$ cat src/design/pps_pkg.sv
// Shared types and constants for the operator-precedence token stack.
// Used by the channel interfaces, the stack cell, the run scan and the top level.
package pps_pkg;

	localparam int PPS_DEPTH        = 64;
	localparam int PPS_PAYLOAD_BITS = 32;
	localparam int PPS_TYPE_W       = 6;
	localparam int PPS_OUT_PAY_W    = 32;
	localparam int PPS_CFG_IDX_W    = 2;
	localparam int PPS_CNT_W        = $clog2(PPS_DEPTH + 1);

	typedef logic [PPS_TYPE_W-1:0] tok_type_t;

	typedef enum logic [1:0] {
		FN_PUSH   = 2'd0,
		FN_POP    = 2'd1,
		FN_TOP    = 2'd2,
		FN_INSERT = 2'd3
	} pps_func_t;

	typedef enum logic [1:0] {
		ST_OK     = 2'd0,
		ST_EMPTY  = 2'd1,
		ST_FULL   = 2'd2,
		ST_NOTERM = 2'd3
	} pps_status_t;

	typedef enum logic [PPS_CFG_IDX_W-1:0] {
		REG_MARKER = 2'd0,
		REG_END    = 2'd1,
		REG_EXPR   = 2'd2,
		REG_IDENT  = 2'd3
	} pps_reg_t;

	// per-cell next-cycle action
	typedef enum logic [1:0] {
		CELL_HOLD  = 2'd0,
		CELL_PUSH  = 2'd1,
		CELL_SHIFT = 2'd2,
		CELL_MARK  = 2'd3
	} cell_op_t;

	// token codes used by the cells and the operation decode
	typedef struct packed {
		tok_type_t marker;
		tok_type_t end_tok;
		tok_type_t expr;
		tok_type_t ident;
	} pps_cfg_t;

endpackage

$ cat src/design/pps_if.sv
// Valid/ready channel interfaces for the token stack: operation in, result out.
// Depends on pps_pkg for field widths.
interface pps_in_if
	import pps_pkg::*;
();
	logic      valid;
	logic      ready;
	logic [1:0] func;
	tok_type_t token_type;
	logic [PPS_OUT_PAY_W-1:0] token_payload;

	modport source (output valid, func, token_type, token_payload, input ready);
	modport sink   (input valid, func, token_type, token_payload, output ready);
endinterface

interface pps_out_if
	import pps_pkg::*;
#(
	parameter int CNT_W = PPS_CNT_W
) ();
	logic      valid;
	logic      ready;
	logic      top_valid;
	tok_type_t top_type;
	logic [PPS_OUT_PAY_W-1:0] top_payload;
	logic [CNT_W-1:0] entry_count;
	logic [1:0] status;

	modport source (output valid, top_valid, top_type, top_payload, entry_count, status,
		input ready);
	modport sink   (input valid, top_valid, top_type, top_payload, entry_count, status,
		output ready);
endinterface

$ cat src/design/pps_scan.sv
// Suffix-AND scan over the cell row: run[j] = AND of flag[j..DEPTH-1].
// Log-depth doubling network; depends on pps_pkg only for the default depth.
module pps_scan
	import pps_pkg::*;
#(
	parameter int DEPTH = PPS_DEPTH
) (
	input  logic [DEPTH-1:0] flag,
	output logic [DEPTH-1:0] run
);

	always_comb begin
		logic [DEPTH-1:0] v;
		v = flag;
		for (int s = 1; s < DEPTH; s = s * 2) begin
			for (int i = 0; i < DEPTH - s; i++) begin
				v[i] = v[i] & v[i+s];
			end
		end
		run = v;
	end

endmodule

$ cat src/design/pps_cell.sv
// One stack entry: token type and payload, loaded from push data, the cell below,
// or the marker code. Depends on pps_pkg for cell_op_t and pps_cfg_t.
module pps_cell
	import pps_pkg::*;
#(
	parameter int PAYLOAD_BITS = PPS_PAYLOAD_BITS
) (
	input  logic                    clk,
	input  cell_op_t                op,
	input  pps_cfg_t                cfg,
	input  tok_type_t               push_type,
	input  logic [PAYLOAD_BITS-1:0] push_pay,
	input  tok_type_t               below_type,
	input  logic [PAYLOAD_BITS-1:0] below_pay,
	output tok_type_t               type_q,
	output logic [PAYLOAD_BITS-1:0] pay_q,
	output logic                    ei      // holds an expression or identifier
);

	always_ff @(posedge clk) begin
		case (op)
			CELL_PUSH: begin
				type_q <= push_type;
				pay_q  <= push_pay;
			end
			CELL_SHIFT: begin
				type_q <= below_type;
				pay_q  <= below_pay;
			end
			CELL_MARK: begin
				type_q <= cfg.marker;
				pay_q  <= '0;
			end
			default: ;
		endcase
	end

	assign ei = (type_q == cfg.expr) || (type_q == cfg.ident);

endmodule

$ cat src/design/precedence_parser_token_stack_top.sv
// Top level of the operator-precedence token stack: config registers, cell row,
// operation decode and result register. Depends on pps_pkg, pps_if, pps_scan, pps_cell.
//
//  channel  | dir | handshake       | beat
//  ---------+-----+-----------------+-------------------------------------------------
//  in_ch    | in  | valid/ready     | func, token_type, token_payload
//  out_ch   | out | valid/ready     | top_valid, top_type, top_payload, entry_count, status
//  cfg      | in  | cfg_we (no wait)| cfg_idx, cfg_data
//
// The accept cycle of an operation beat updates the cell row; once the result register is free,
// the new top is read through the row's read mux into the result register.
// The marker search is combinational: per-cell compares plus a log-depth scan over the row.
// Reset clears the fill count and the handshake flags and loads the config registers with
// defaults; cell contents are not reset and are only read below the fill count.
// While a result beat stalls, in_ch takes at most one more operation and then holds off.
module precedence_parser_token_stack_top
	import pps_pkg::*;
#(
	parameter int DEPTH        = PPS_DEPTH,
	parameter int PAYLOAD_BITS = PPS_PAYLOAD_BITS
) (
	input  logic                      clk,
	input  logic                      arst_n,
	pps_in_if.sink                    in_ch,
	pps_out_if.source                 out_ch,
	input  logic                      cfg_we,
	input  logic [PPS_CFG_IDX_W-1:0]  cfg_idx,
	input  tok_type_t                 cfg_data
);

	localparam int CW = $clog2(DEPTH + 1);
	localparam int IW = $clog2(DEPTH);

	// ---------------- configuration registers ----------------
	pps_cfg_t cfg_q;

	always_ff @(posedge clk or negedge arst_n) begin
		if (!arst_n) begin
			cfg_q.marker  <= PPS_TYPE_W'(0);
			cfg_q.end_tok <= PPS_TYPE_W'(1);
			cfg_q.expr    <= PPS_TYPE_W'(2);
			cfg_q.ident   <= PPS_TYPE_W'(3);
		end else if (cfg_we) begin
			case (pps_reg_t'(cfg_idx))
				REG_MARKER: cfg_q.marker  <= cfg_data;
				REG_END:    cfg_q.end_tok <= cfg_data;
				REG_EXPR:   cfg_q.expr    <= cfg_data;
				REG_IDENT:  cfg_q.ident   <= cfg_data;
				default: ;
			endcase
		end
	end

	// ---------------- cell row ----------------
	tok_type_t               cell_type [DEPTH];
	logic [PAYLOAD_BITS-1:0] cell_pay  [DEPTH];
	cell_op_t                cell_op   [DEPTH];
	logic [DEPTH-1:0]        cell_ei;
	logic [DEPTH-1:0]        live;
	logic [DEPTH-1:0]        term;     // live and neither expression nor identifier
	logic [DEPTH-1:0]        run_flag;
	logic [DEPTH-1:0]        run;      // every live cell from here up is expr/ident
	logic [CW-1:0]           fill_q;
	logic [PAYLOAD_BITS-1:0] push_pay;

	// pushed payload kept to PAYLOAD_BITS
	generate
		if (PAYLOAD_BITS >= PPS_OUT_PAY_W) begin : g_pay_wide
			assign push_pay = PAYLOAD_BITS'(in_ch.token_payload);
		end else begin : g_pay_narrow
			assign push_pay = in_ch.token_payload[PAYLOAD_BITS-1:0];
		end
	endgenerate

	for (genvar j = 0; j < DEPTH; j++) begin : g_cell
		if (j == 0) begin : g_bottom
			pps_cell #(.PAYLOAD_BITS(PAYLOAD_BITS)) u_cell (
				.clk        (clk),
				.op         (cell_op[j]),
				.cfg        (cfg_q),
				.push_type  (in_ch.token_type),
				.push_pay   (push_pay),
				.below_type ('0),
				.below_pay  ('0),
				.type_q     (cell_type[j]),
				.pay_q      (cell_pay[j]),
				.ei         (cell_ei[j])
			);
		end else begin : g_upper
			pps_cell #(.PAYLOAD_BITS(PAYLOAD_BITS)) u_cell (
				.clk        (clk),
				.op         (cell_op[j]),
				.cfg        (cfg_q),
				.push_type  (in_ch.token_type),
				.push_pay   (push_pay),
				.below_type (cell_type[j-1]),
				.below_pay  (cell_pay[j-1]),
				.type_q     (cell_type[j]),
				.pay_q      (cell_pay[j]),
				.ei         (cell_ei[j])
			);
		end
		assign live[j]     = CW'(j) < fill_q;
		assign term[j]     = live[j] & ~cell_ei[j];
		assign run_flag[j] = cell_ei[j] | ~live[j];
	end

	pps_scan #(.DEPTH(DEPTH)) u_scan (
		.flag (run_flag),
		.run  (run)
	);

	// ---------------- top of stack ----------------
	logic [CW-1:0]           top_pos;
	logic [IW-1:0]           top_idx;
	tok_type_t               top_type;
	logic [PAYLOAD_BITS-1:0] top_pay;
	logic                    empty;
	logic                    full;

	assign top_pos  = fill_q - CW'(1);
	assign top_idx  = top_pos[IW-1:0];
	assign top_type = cell_type[top_idx];
	assign top_pay  = cell_pay[top_idx];
	assign empty    = (fill_q == '0);
	assign full     = (fill_q == CW'(DEPTH));

	// ---------------- operation decode ----------------
	logic        acc;
	logic        pend_q;
	logic        push_go;
	logic        pop_go;
	logic        mark_top;   // marker straight onto the end token
	logic        mark_ins;   // marker above the first terminal
	pps_status_t st_d;
	pps_status_t status_q;
	logic [CW-1:0] fill_d;

	assign in_ch.ready = !pend_q;
	assign acc         = in_ch.valid && in_ch.ready;

	always_comb begin
		push_go  = 1'b0;
		pop_go   = 1'b0;
		mark_top = 1'b0;
		mark_ins = 1'b0;
		st_d     = ST_OK;
		case (pps_func_t'(in_ch.func))
			FN_PUSH: begin
				if (full) st_d = ST_FULL;
				else push_go = 1'b1;
			end
			FN_POP: begin
				if (empty) st_d = ST_EMPTY;
				else pop_go = 1'b1;
			end
			FN_TOP: begin
				if (empty) st_d = ST_EMPTY;
			end
			FN_INSERT: begin
				// end-token check takes priority over the terminal search
				if (empty) st_d = ST_NOTERM;
				else if (top_type == cfg_q.end_tok) begin
					if (full) st_d = ST_FULL;
					else mark_top = 1'b1;
				end else if (!(|term)) st_d = ST_NOTERM;
				else if (full) st_d = ST_FULL;
				else mark_ins = 1'b1;
			end
			default: ;
		endcase
	end

	always_comb begin
		if (push_go || mark_top || mark_ins) fill_d = fill_q + CW'(1);
		else if (pop_go) fill_d = fill_q - CW'(1);
		else fill_d = fill_q;
	end

	// per-cell action: new entry at the fill position, or open a gap above the
	// first terminal and drop the marker into it
	always_comb begin
		for (int j = 0; j < DEPTH; j++) begin
			cell_op[j] = CELL_HOLD;
			if (acc && CW'(j) == fill_q) begin
				if (push_go) cell_op[j] = CELL_PUSH;
				else if (mark_top) cell_op[j] = CELL_MARK;
			end
		end
		for (int j = 1; j < DEPTH; j++) begin
			if (acc && mark_ins) begin
				if (term[j-1] && run[j]) cell_op[j] = CELL_MARK;
				else if (run[j-1] && live[j-1]) cell_op[j] = CELL_SHIFT;
			end
		end
	end

	// ---------------- state and result register ----------------
	logic                       out_valid_q;
	logic                       out_load;
	logic                       res_top_valid_q;
	tok_type_t                  res_type_q;
	logic [PPS_OUT_PAY_W-1:0]   res_pay_q;
	logic [CW-1:0]              res_count_q;
	pps_status_t                res_status_q;
	logic [PPS_OUT_PAY_W-1:0]   top_pay_out;

	generate
		if (PAYLOAD_BITS >= PPS_OUT_PAY_W) begin : g_out_wide
			assign top_pay_out = top_pay[PPS_OUT_PAY_W-1:0];
		end else begin : g_out_narrow
			assign top_pay_out = PPS_OUT_PAY_W'(top_pay);
		end
	endgenerate

	assign out_load = pend_q && (!out_valid_q || out_ch.ready);

	always_ff @(posedge clk or negedge arst_n) begin
		if (!arst_n) begin
			fill_q      <= '0;
			pend_q      <= 1'b0;
			out_valid_q <= 1'b0;
			status_q    <= ST_OK;
		end else begin
			if (acc) begin
				fill_q   <= fill_d;
				status_q <= st_d;
				pend_q   <= 1'b1;
			end else if (out_load) begin
				pend_q <= 1'b0;
			end
			if (out_load) out_valid_q <= 1'b1;
			else if (out_ch.ready) out_valid_q <= 1'b0;
		end
	end

	always_ff @(posedge clk) begin
		if (out_load) begin
			res_top_valid_q <= !empty;
			res_type_q      <= empty ? '0 : top_type;
			res_pay_q       <= empty ? '0 : top_pay_out;
			res_count_q     <= fill_q;
			res_status_q    <= status_q;
		end
	end

	assign out_ch.valid       = out_valid_q;
	assign out_ch.top_valid   = res_top_valid_q;
	assign out_ch.top_type    = res_type_q;
	assign out_ch.top_payload = res_pay_q;
	assign out_ch.entry_count = res_count_q;
	assign out_ch.status      = res_status_q;

endmodule
$ cat src/flat_wrapper.sv
// flat-port wrapper written by rule: the top's interface ports become plain ports
module precedence_parser_token_stack_top_flat import pps_pkg::*;
#(
	parameter int DEPTH        = PPS_DEPTH,
	parameter int PAYLOAD_BITS = PPS_PAYLOAD_BITS
)
  (clk, arst_n, cfg_we, cfg_idx, cfg_data, in_ch_valid, in_ch_func, in_ch_token_type, in_ch_token_payload, in_ch_ready, out_ch_valid, out_ch_top_valid, out_ch_top_type, out_ch_top_payload, out_ch_entry_count, out_ch_status, out_ch_ready);
  pps_in_if in_ch_i ();
  pps_out_if out_ch_i ();
  input  logic clk;
  input  logic arst_n;
  input  logic cfg_we;
  input  logic [PPS_CFG_IDX_W-1:0] cfg_idx;
  input  tok_type_t cfg_data;
  input wire logic [$bits(in_ch_i.valid)-1:0] in_ch_valid;
  input wire logic [$bits(in_ch_i.func)-1:0] in_ch_func;
  input wire logic [$bits(in_ch_i.token_type)-1:0] in_ch_token_type;
  input wire logic [$bits(in_ch_i.token_payload)-1:0] in_ch_token_payload;
  output wire logic [$bits(in_ch_i.ready)-1:0] in_ch_ready;
  output wire logic [$bits(out_ch_i.valid)-1:0] out_ch_valid;
  output wire logic [$bits(out_ch_i.top_valid)-1:0] out_ch_top_valid;
  output wire logic [$bits(out_ch_i.top_type)-1:0] out_ch_top_type;
  output wire logic [$bits(out_ch_i.top_payload)-1:0] out_ch_top_payload;
  output wire logic [$bits(out_ch_i.entry_count)-1:0] out_ch_entry_count;
  output wire logic [$bits(out_ch_i.status)-1:0] out_ch_status;
  input wire logic [$bits(out_ch_i.ready)-1:0] out_ch_ready;
  assign in_ch_i.valid = in_ch_valid;
  assign in_ch_i.func = in_ch_func;
  assign in_ch_i.token_type = in_ch_token_type;
  assign in_ch_i.token_payload = in_ch_token_payload;
  assign in_ch_ready = in_ch_i.ready;
  assign out_ch_valid = out_ch_i.valid;
  assign out_ch_top_valid = out_ch_i.top_valid;
  assign out_ch_top_type = out_ch_i.top_type;
  assign out_ch_top_payload = out_ch_i.top_payload;
  assign out_ch_entry_count = out_ch_i.entry_count;
  assign out_ch_status = out_ch_i.status;
  assign out_ch_i.ready = out_ch_ready;
  precedence_parser_token_stack_top #(.DEPTH(DEPTH), .PAYLOAD_BITS(PAYLOAD_BITS)) u_core (.clk(clk), .arst_n(arst_n), .in_ch(in_ch_i), .out_ch(out_ch_i), .cfg_we(cfg_we), .cfg_idx(cfg_idx), .cfg_data(cfg_data));
endmodule
$ cat config.mk
export PLATFORM = sky130hd
export DESIGN_NAME = precedence_parser_token_stack_top_flat
export DESIGN_NICKNAME = d
export VERILOG_FILES = /design/src/design/pps_pkg.sv /design/src/design/pps_if.sv /design/src/design/pps_scan.sv /design/src/design/pps_cell.sv /design/src/design/precedence_parser_token_stack_top.sv /design/src/flat_wrapper.sv
export SDC_FILE = /design/constraint.sdc
export NUM_CORES = 2
export LEC_CHECK = 0
export ABC_CLOCK_PERIOD_IN_PS = 23500
export BUFFER_PORTS_ARGS = -buffer_cell sky130_fd_sc_hd__buf_2
export CAP_MARGIN = 20
export CORE_MARGIN = 2
export CORE_UTILIZATION = 50
export CTS_BUF_LIST = sky130_fd_sc_hd__clkbuf_4
export CTS_CLUSTER_SIZE = 40
export DETAILED_ROUTE_END_ITERATION = 8
export PLACE_DENSITY = 0.69
export SYNTH_ARGS = -nofsm -noshare
export SYNTH_HDL_FRONTEND = slang
export SYNTH_SLANG_ARGS = --single-unit
$ cat constraint.sdc
create_clock -name clk -period 23.5 [get_ports clk]
set_input_delay 3.525 -clock clk [delete_from_list [all_inputs] [get_ports clk]]
set_output_delay 3.525 -clock clk [all_outputs]
set_load 0.02 [all_outputs]
Yosys cells after proc, flatten, opt, wreduce, memory -nomap -nowiden:

Cells that the tools add are included.

* add/subtract/negate cells: 2
* multipliers: 0
* divide/modulo/power cells: 0
* magnitude comparators: 65
* equality and inequality tests: 391
* shifts and indexed selects: 0
* mux-type cells: 412
* bitwise logic cells: 578
* reduce and logical (&&, ||, !) cells: 342

Operators with widths (number)
* case mux 32 bit (3 select lines): 63
* case mux 6 bit (3 select lines): 64
* equality test 6 bit: 129
* two-way mux 2 bit: 259
* AND 1 bit: 385
* equality test 2 bit, second input constant: 132
* equality test 6 x 7 -> 1 bit, first input constant: 32
* less-than comparator 6 x 7 -> 1 bit, first input constant: 32
* logical AND 1 bit: 193
* binary-select mux 32 bit (select 6 bit): 1
* nonzero test 3 bit: 64
* equality test 2 x 1 -> 1 bit, second input constant: 66
* NOT 1 bit: 128
* equality test 5 x 7 -> 1 bit, first input constant: 16
* less-than comparator 5 x 7 -> 1 bit, first input constant: 16
* logical OR 1 bit: 67
* two-way mux 32 bit: 2
* bitwise OR 1 bit: 64
* case mux 32 bit (2 select lines): 1
* OR reduction 64 bit: 1
* equality test 4 x 7 -> 1 bit, first input constant: 8
* less-than comparator 4 x 7 -> 1 bit, first input constant: 8
* binary-select mux 6 bit (select 6 bit): 1
* equality test 3 x 7 -> 1 bit, first input constant: 4
* other kinds (20): 54

* flip-flop bits (word level): 2515
* bits in latches: 0
* memory bits (writable): 0
* bits in read-only memories: 0
* output and inout bits: 50
* memories kept: 0

Longest topological paths before layout:

* depth in word-level cells: 17
* gate-level depth with buffers: 24

Cells and area by module:

Synthesis repeated with hierarchy kept, for this count alone.

* cells, all modules: 14002
* area total of the unflattened synthesis: 155599.2 µm²

Modules (own cells, without submodules)
* pps_cell: times used 64, cells each 182, area an instance 1995.7 µm², seq. area each 1141.1 µm²
* precedence_parser_token_stack_top: times used 1, cells each 2187, area an instance 26985.9 µm², seq. area each 2322.2 µm²
* pps_scan: times used 1, cells each 167, area an instance 890.9 µm², seq. area each 0.0 µm²

Least setup slack after synthesis:

Ideal clock, no wire load.

* path type: input to register
* start: input port in_ch_func[0]
* end: register u_core.g_cell[17].g_upper.u_cell.pay_q[0], enable pin
* setup time: 0.539 ns
* data arrival time: 8.761 ns
* slack: 14.200 ns
* stages: 7
* path through: ha_1 -> nand2b_1 -> nor4_4 -> nor2_1 -> clkbuf_1 -> clkbuf_1 -> o41ai_1

* longest elaborated chain between the ends: 10

RTL lines
* from (decl): RTL line flat_wrapper.sv:16 `input wire logic [$bits(in_ch_i.func)-1:0] in_ch_func;`
* equality test 2 bit: RTL line precedence_parser_token_stack_top.sv:148 `case (pps_func_t'(in_ch.func))`
* two-way mux 1 bit: RTL line precedence_parser_token_stack_top.sv:148
* two-way mux 2 bit: RTL line precedence_parser_token_stack_top.sv:187 `else if (mark_top) cell_op[j] = CELL_MARK;`
* two-way mux 2 bit: RTL line precedence_parser_token_stack_top.sv:186 `if (push_go) cell_op[j] = CELL_PUSH;`
* two-way mux 2 bit: RTL line precedence_parser_token_stack_top.sv:185 `if (acc && CW'(j) == fill_q) begin`
* two-way mux 2 bit: RTL line precedence_parser_token_stack_top.sv:193 `else if (run[j-1] && live[j-1]) cell_op[j] = CELL_SHIFT;`
* two-way mux 2 bit: RTL line precedence_parser_token_stack_top.sv:192 `if (term[j-1] && run[j]) cell_op[j] = CELL_MARK;`
* two-way mux 2 bit *: RTL line precedence_parser_token_stack_top.sv:191 `if (acc && mark_ins) begin`
* equality test 2 bit / equality test 2 x 1 -> 1 bit (equally long branches): RTL line pps_cell.sv:21 `case (op)`
* nonzero test 3 bit (no line) *
* to (signal assigned): RTL line pps_cell.sv:24 `pay_q <= push_pay;`
* to (signal assigned): RTL line pps_cell.sv:28 `pay_q <= below_pay;`
* to (decl): RTL line pps_cell.sv:16 `output logic [PAYLOAD_BITS-1:0] pay_q,`

Mark *: on every way between the ends. The rest lies on a longest branch, timed or not.
A chain may end at the register's enable or synchronous reset.

Final worst setup path:

* start: register u_core.fill_q[0]
* end: register u_core.g_cell[5].g_upper.u_cell.pay_q[30], enable pin

* longest elaborated chain between the ends: 17

RTL lines
* from (decl): RTL line precedence_parser_token_stack_top.sv:63 `logic [CW-1:0] fill_q;`
* from (signal assigned): RTL line precedence_parser_token_stack_top.sv:226 `fill_q <= fill_d;`
* subtractor 7 x 1 -> 7 bit: RTL line precedence_parser_token_stack_top.sv:121 `assign top_pos = fill_q - CW'(1);`
* NOT 6 -> 7 bit (implied by the code): RTL line precedence_parser_token_stack_top.sv:123 `assign top_type = cell_type[top_idx];`
* binary-select mux 6 bit (select 6 bit): RTL line precedence_parser_token_stack_top.sv:123
* two-way mux 6 bit (implied by the code) (2 in a row): RTL line precedence_parser_token_stack_top.sv:123
* equality test 6 bit: RTL line precedence_parser_token_stack_top.sv:163 `else if (top_type == cfg_q.end_tok) begin`
* two-way mux 1 bit: RTL line precedence_parser_token_stack_top.sv:163
* two-way mux 1 bit: RTL line precedence_parser_token_stack_top.sv:162 `if (empty) st_d = ST_NOTERM;`
* two-way mux 1 bit: RTL line precedence_parser_token_stack_top.sv:148
* two-way mux 2 bit: RTL line precedence_parser_token_stack_top.sv:187
* two-way mux 2 bit: RTL line precedence_parser_token_stack_top.sv:186
* two-way mux 2 bit: RTL line precedence_parser_token_stack_top.sv:185
* two-way mux 2 bit: RTL line precedence_parser_token_stack_top.sv:193
* two-way mux 2 bit: RTL line precedence_parser_token_stack_top.sv:192
* two-way mux 2 bit *: RTL line precedence_parser_token_stack_top.sv:191
* equality test 2 bit / equality test 2 x 1 -> 1 bit (equally long branches): RTL line pps_cell.sv:21
* nonzero test 3 bit (no line) *
* to (signal assigned): RTL line pps_cell.sv:24
* to (signal assigned): RTL line pps_cell.sv:28
* to (decl): RTL line pps_cell.sv:16

Mark *: on every way between the ends. The rest lies on a longest branch, timed or not. The select of a mux whose other input is x is not followed.

==> flow_summary.toml <==
[die]
num_rows = 193
die_x_um = 530
io_pins = 103
fp.dieArea_mm2 = 0.281
start_util = 0.502
core_region_area_mm2 = 0.276
die_y_um = 530

[timing]
final_max_slew_viol_count = 0
finalCritPeriodShare = 0.405
fmax_mhz = 105
setup_tns_ns = 0
max-slew-margin-rel = 0.0704
fin_crit_ns = 9.52
setup_slack_ns = 13.98
whs_ns = 0.454
tightest_slew_ns = 1.39
finalHoldViolCount = 0
fin_skew_ns = 0.148
rsz0062_at_grt = "false"
setup_violations = 0

[critical_path]
path_class = "flop to flop"
r2r-end = "u_core.g_cell[5].g_upper.u_cell.pay_q[30]"
critPathLaunch = "u_core.fill_q[0]"
r2r_start = "u_core.fill_q[0]"
cp.required_ns = 24.71
cp-end-kind = "flop"
r2r_cells = 17
critPathLaunchType = "flop"
cp_max_fo = 64
r2r_setup_slack_ns = 13.98
crit_arrival_ns = 10.74
cp-endpoint = "u_core.g_cell[5].g_upper.u_cell.pay_q[30]"

[grt]
grt_max_degree = 167
grt_overflow = 0
antenna_found_initial = 55
grt_pass1_wl_um = 812000
grt_use_total = 0.406
grt_pass1_vias = 104000

[detailed_routing]
via_per_inst = 7.47
drc = 0
post_drt_wl_per_cell_um = 39.6
dr.pass1.iters = 7
drtIter0Drc = 18800
wl_um = 585000
antenna_left = 0
via_count = 110000

[layout]
final_util = 0.551
nets = 10600
layout-drive-gt1-share = 0.229
syn_to_final_growth_pct = 9.83
final.fill_count = 22600

[yosys]
synth_ff_type = "edfxtp_1"
syn_inst = 10600
syn-num-nets = 10700
netlist_area_mm2 = 0.139
ys_top_cells_by_count = "edfxtp_1, a22o_1, nand2_1, clkbuf_1, mux4_2"
synth_cell_types = 112
synth_warnings = 0
yosysMostFrequentCell = "edfxtp_1"
ys_ff_latch = 2515
syn_avg_cell_area_um2 = 13.1
synth_edf_count = 2480
async_reset_ff_frac = 0.0139
yosysTopAreaCell = "edfxtp_1"
ys_seq_area_frac = 0.544
netlist_top_cells_area = "edfxtp_1, a22o_1, mux4_2, nand2_1, xnor2_1"
synth_top_area_frac = 0.538

[power]
power.density_mw_per_mm2 = 121
p_leak_nw = 54.6
peakVddDrop_v = 0.000170
total_power_mw = 18.4

[clock_network]
tritoncts = "done"
clk_latency_ns = 1.68
cts_htree_levels = 6
cts_buffers = 670
cts_sinks = 2515
cts_hold_buf = 0
cts_resized = 0
cts_max_path_buffers = 4
clkTransAtPathRegs_ns = 0.06
post-cts-setup-buffers = 0
cts-root-buf = "clkbuf_4"

[status]
status = "finished clean"

[placed_design]
portBuffers = 102
place.detailed.hpwl_um = 387000
pre_cts_ws_ns = 14.41
place_congestion = 1.09

[job]
cap_violations = 0

[min_path]
hold_path_class = "flop to flop"
-- logic make-up (layout without fill, tap and decap cells) --
logic type | Yosys count | count (layout) | synth area share
AOI/OAI and AO/OA | 2996 | 2996 | 0.183
xor gates and xnor gates | 790 | 790 | 0.0503
adders and majority gates | 10 | 10 | 0.000903
buffers and inverters | 1296 | 1731 | 0.0400
DFF | 2515 | 2515 | 0.544
muxes | 725 | 725 | 0.103
other | 0 | 29 | 0
and+or+nand+nor | 2275 | 2275 | 0.0793
-- flip-flops by register name (all words and copies together), names as in the netlist, 6 cells and up --
register	count
u_core.cfg_q	24
u_core.out_ch.entry_count	7
u_core.g_cell.g_bottom.u_cell.type_q	6
u_core.g_cell.g_upper.u_cell.pay_q	2016
u_core.out_ch.top_type	6
u_core.g_cell.g_upper.u_cell.type_q	378
u_core.out_ch.top_payload	32
u_core.g_cell.g_bottom.u_cell.pay_q	32
u_core.fill_q	7
-- power by group --
group          internal [mW]  switching (mW)
clock                   2.04            1.98
sequential              5.16           0.210
combinational           2.87            6.18
total                   10.1            8.37
-- how the worst min path moves through the flow --
stage | start | endpoint | cells past startpoint
after CTS | u_core.status_q[1] | u_core.out_ch.status[1] | 0
after detailed placement | u_core.status_q[1] | u_core.out_ch.status[1] | 0
after global placement | u_core.status_q[1] | u_core.out_ch.status[1] | 0
after floorplan | u_core.fill_q[4] | u_core.out_ch.entry_count[4] | 0
after global routing | u_core.status_q[1] | u_core.out_ch.status[1] | 0
final | u_core.status_q[1] | u_core.out_ch.status[1] | 0
-- worst max-delay path: stages, from the launching register on --
cell       delay, ns
dfrtp_4         0.71
inv_2           0.32
ha_4            0.69
buf_4           0.94
buf_4           0.87
nor2b_1         0.10
a2111oi_0       0.39
a31oi_1         0.11
a21boi_1        0.56
nor4_1          0.20
mux2i_1         0.20
o22a_1          0.26
nand3_1         0.51
nand3_1         0.91
o32ai_2         1.00
nor2_4          0.37
o31ai_4         0.14
buf_4           0.55
-- routing by layer --
| metal | track usage | vias to the layer above | routed length, um |
|---|---|---|---|
| li1 | - | 42800 | - |
| met1 | 0.549 | 55700 | 212000 |
| met2 | 0.547 | 10300 | 236000 |
| met3 | 0.178 | 1516 | 101000 |
| met4 | 0.216 | 54 | 34800 |
| met5 | 0 | - | 538 |
-- metrics by stage --
stage / std cells / area, um2
after floorplan: 10600 / 139000
after global placement: 13600 / 143000
after detailed placement: 13600 / 143000
after CTS: 14700 / 152000
after global routing: 14800 / 152000
final: 14800 / 152000
-- cell type report --
cell class,instances,area (um2),area share
antenna,29,72.6,0.000477
clock buffer,966,7250,0.0477
clock inverter,186,1260,0.00828
inverter,40,150,0.000987
multi-input combinational,6796,59200,0.389
sequential,2515,75400,0.496
tap,3705,4640,0.0305
timing repair buffer,539,4150,0.0272
-- placed cells by master (no fill, tap or decap), drive strengths merged, types with 61 or more instances in the layout --
master	n
nand4	102
nor3	215
o21ai	100
and2	85
a311oi	143
nand3	287
a21o	141
buf	538
xor2	342
a22oi	161
nor4	100
clkinv	142
mux4	560
and3	106
nor2	178
xnor2	448
nand2	1075
mux2i	147
clkbuf	967
edfxtp	2480
inv	61
a22o	1982
No activity file was read; power rests on OpenSTA's default activity.
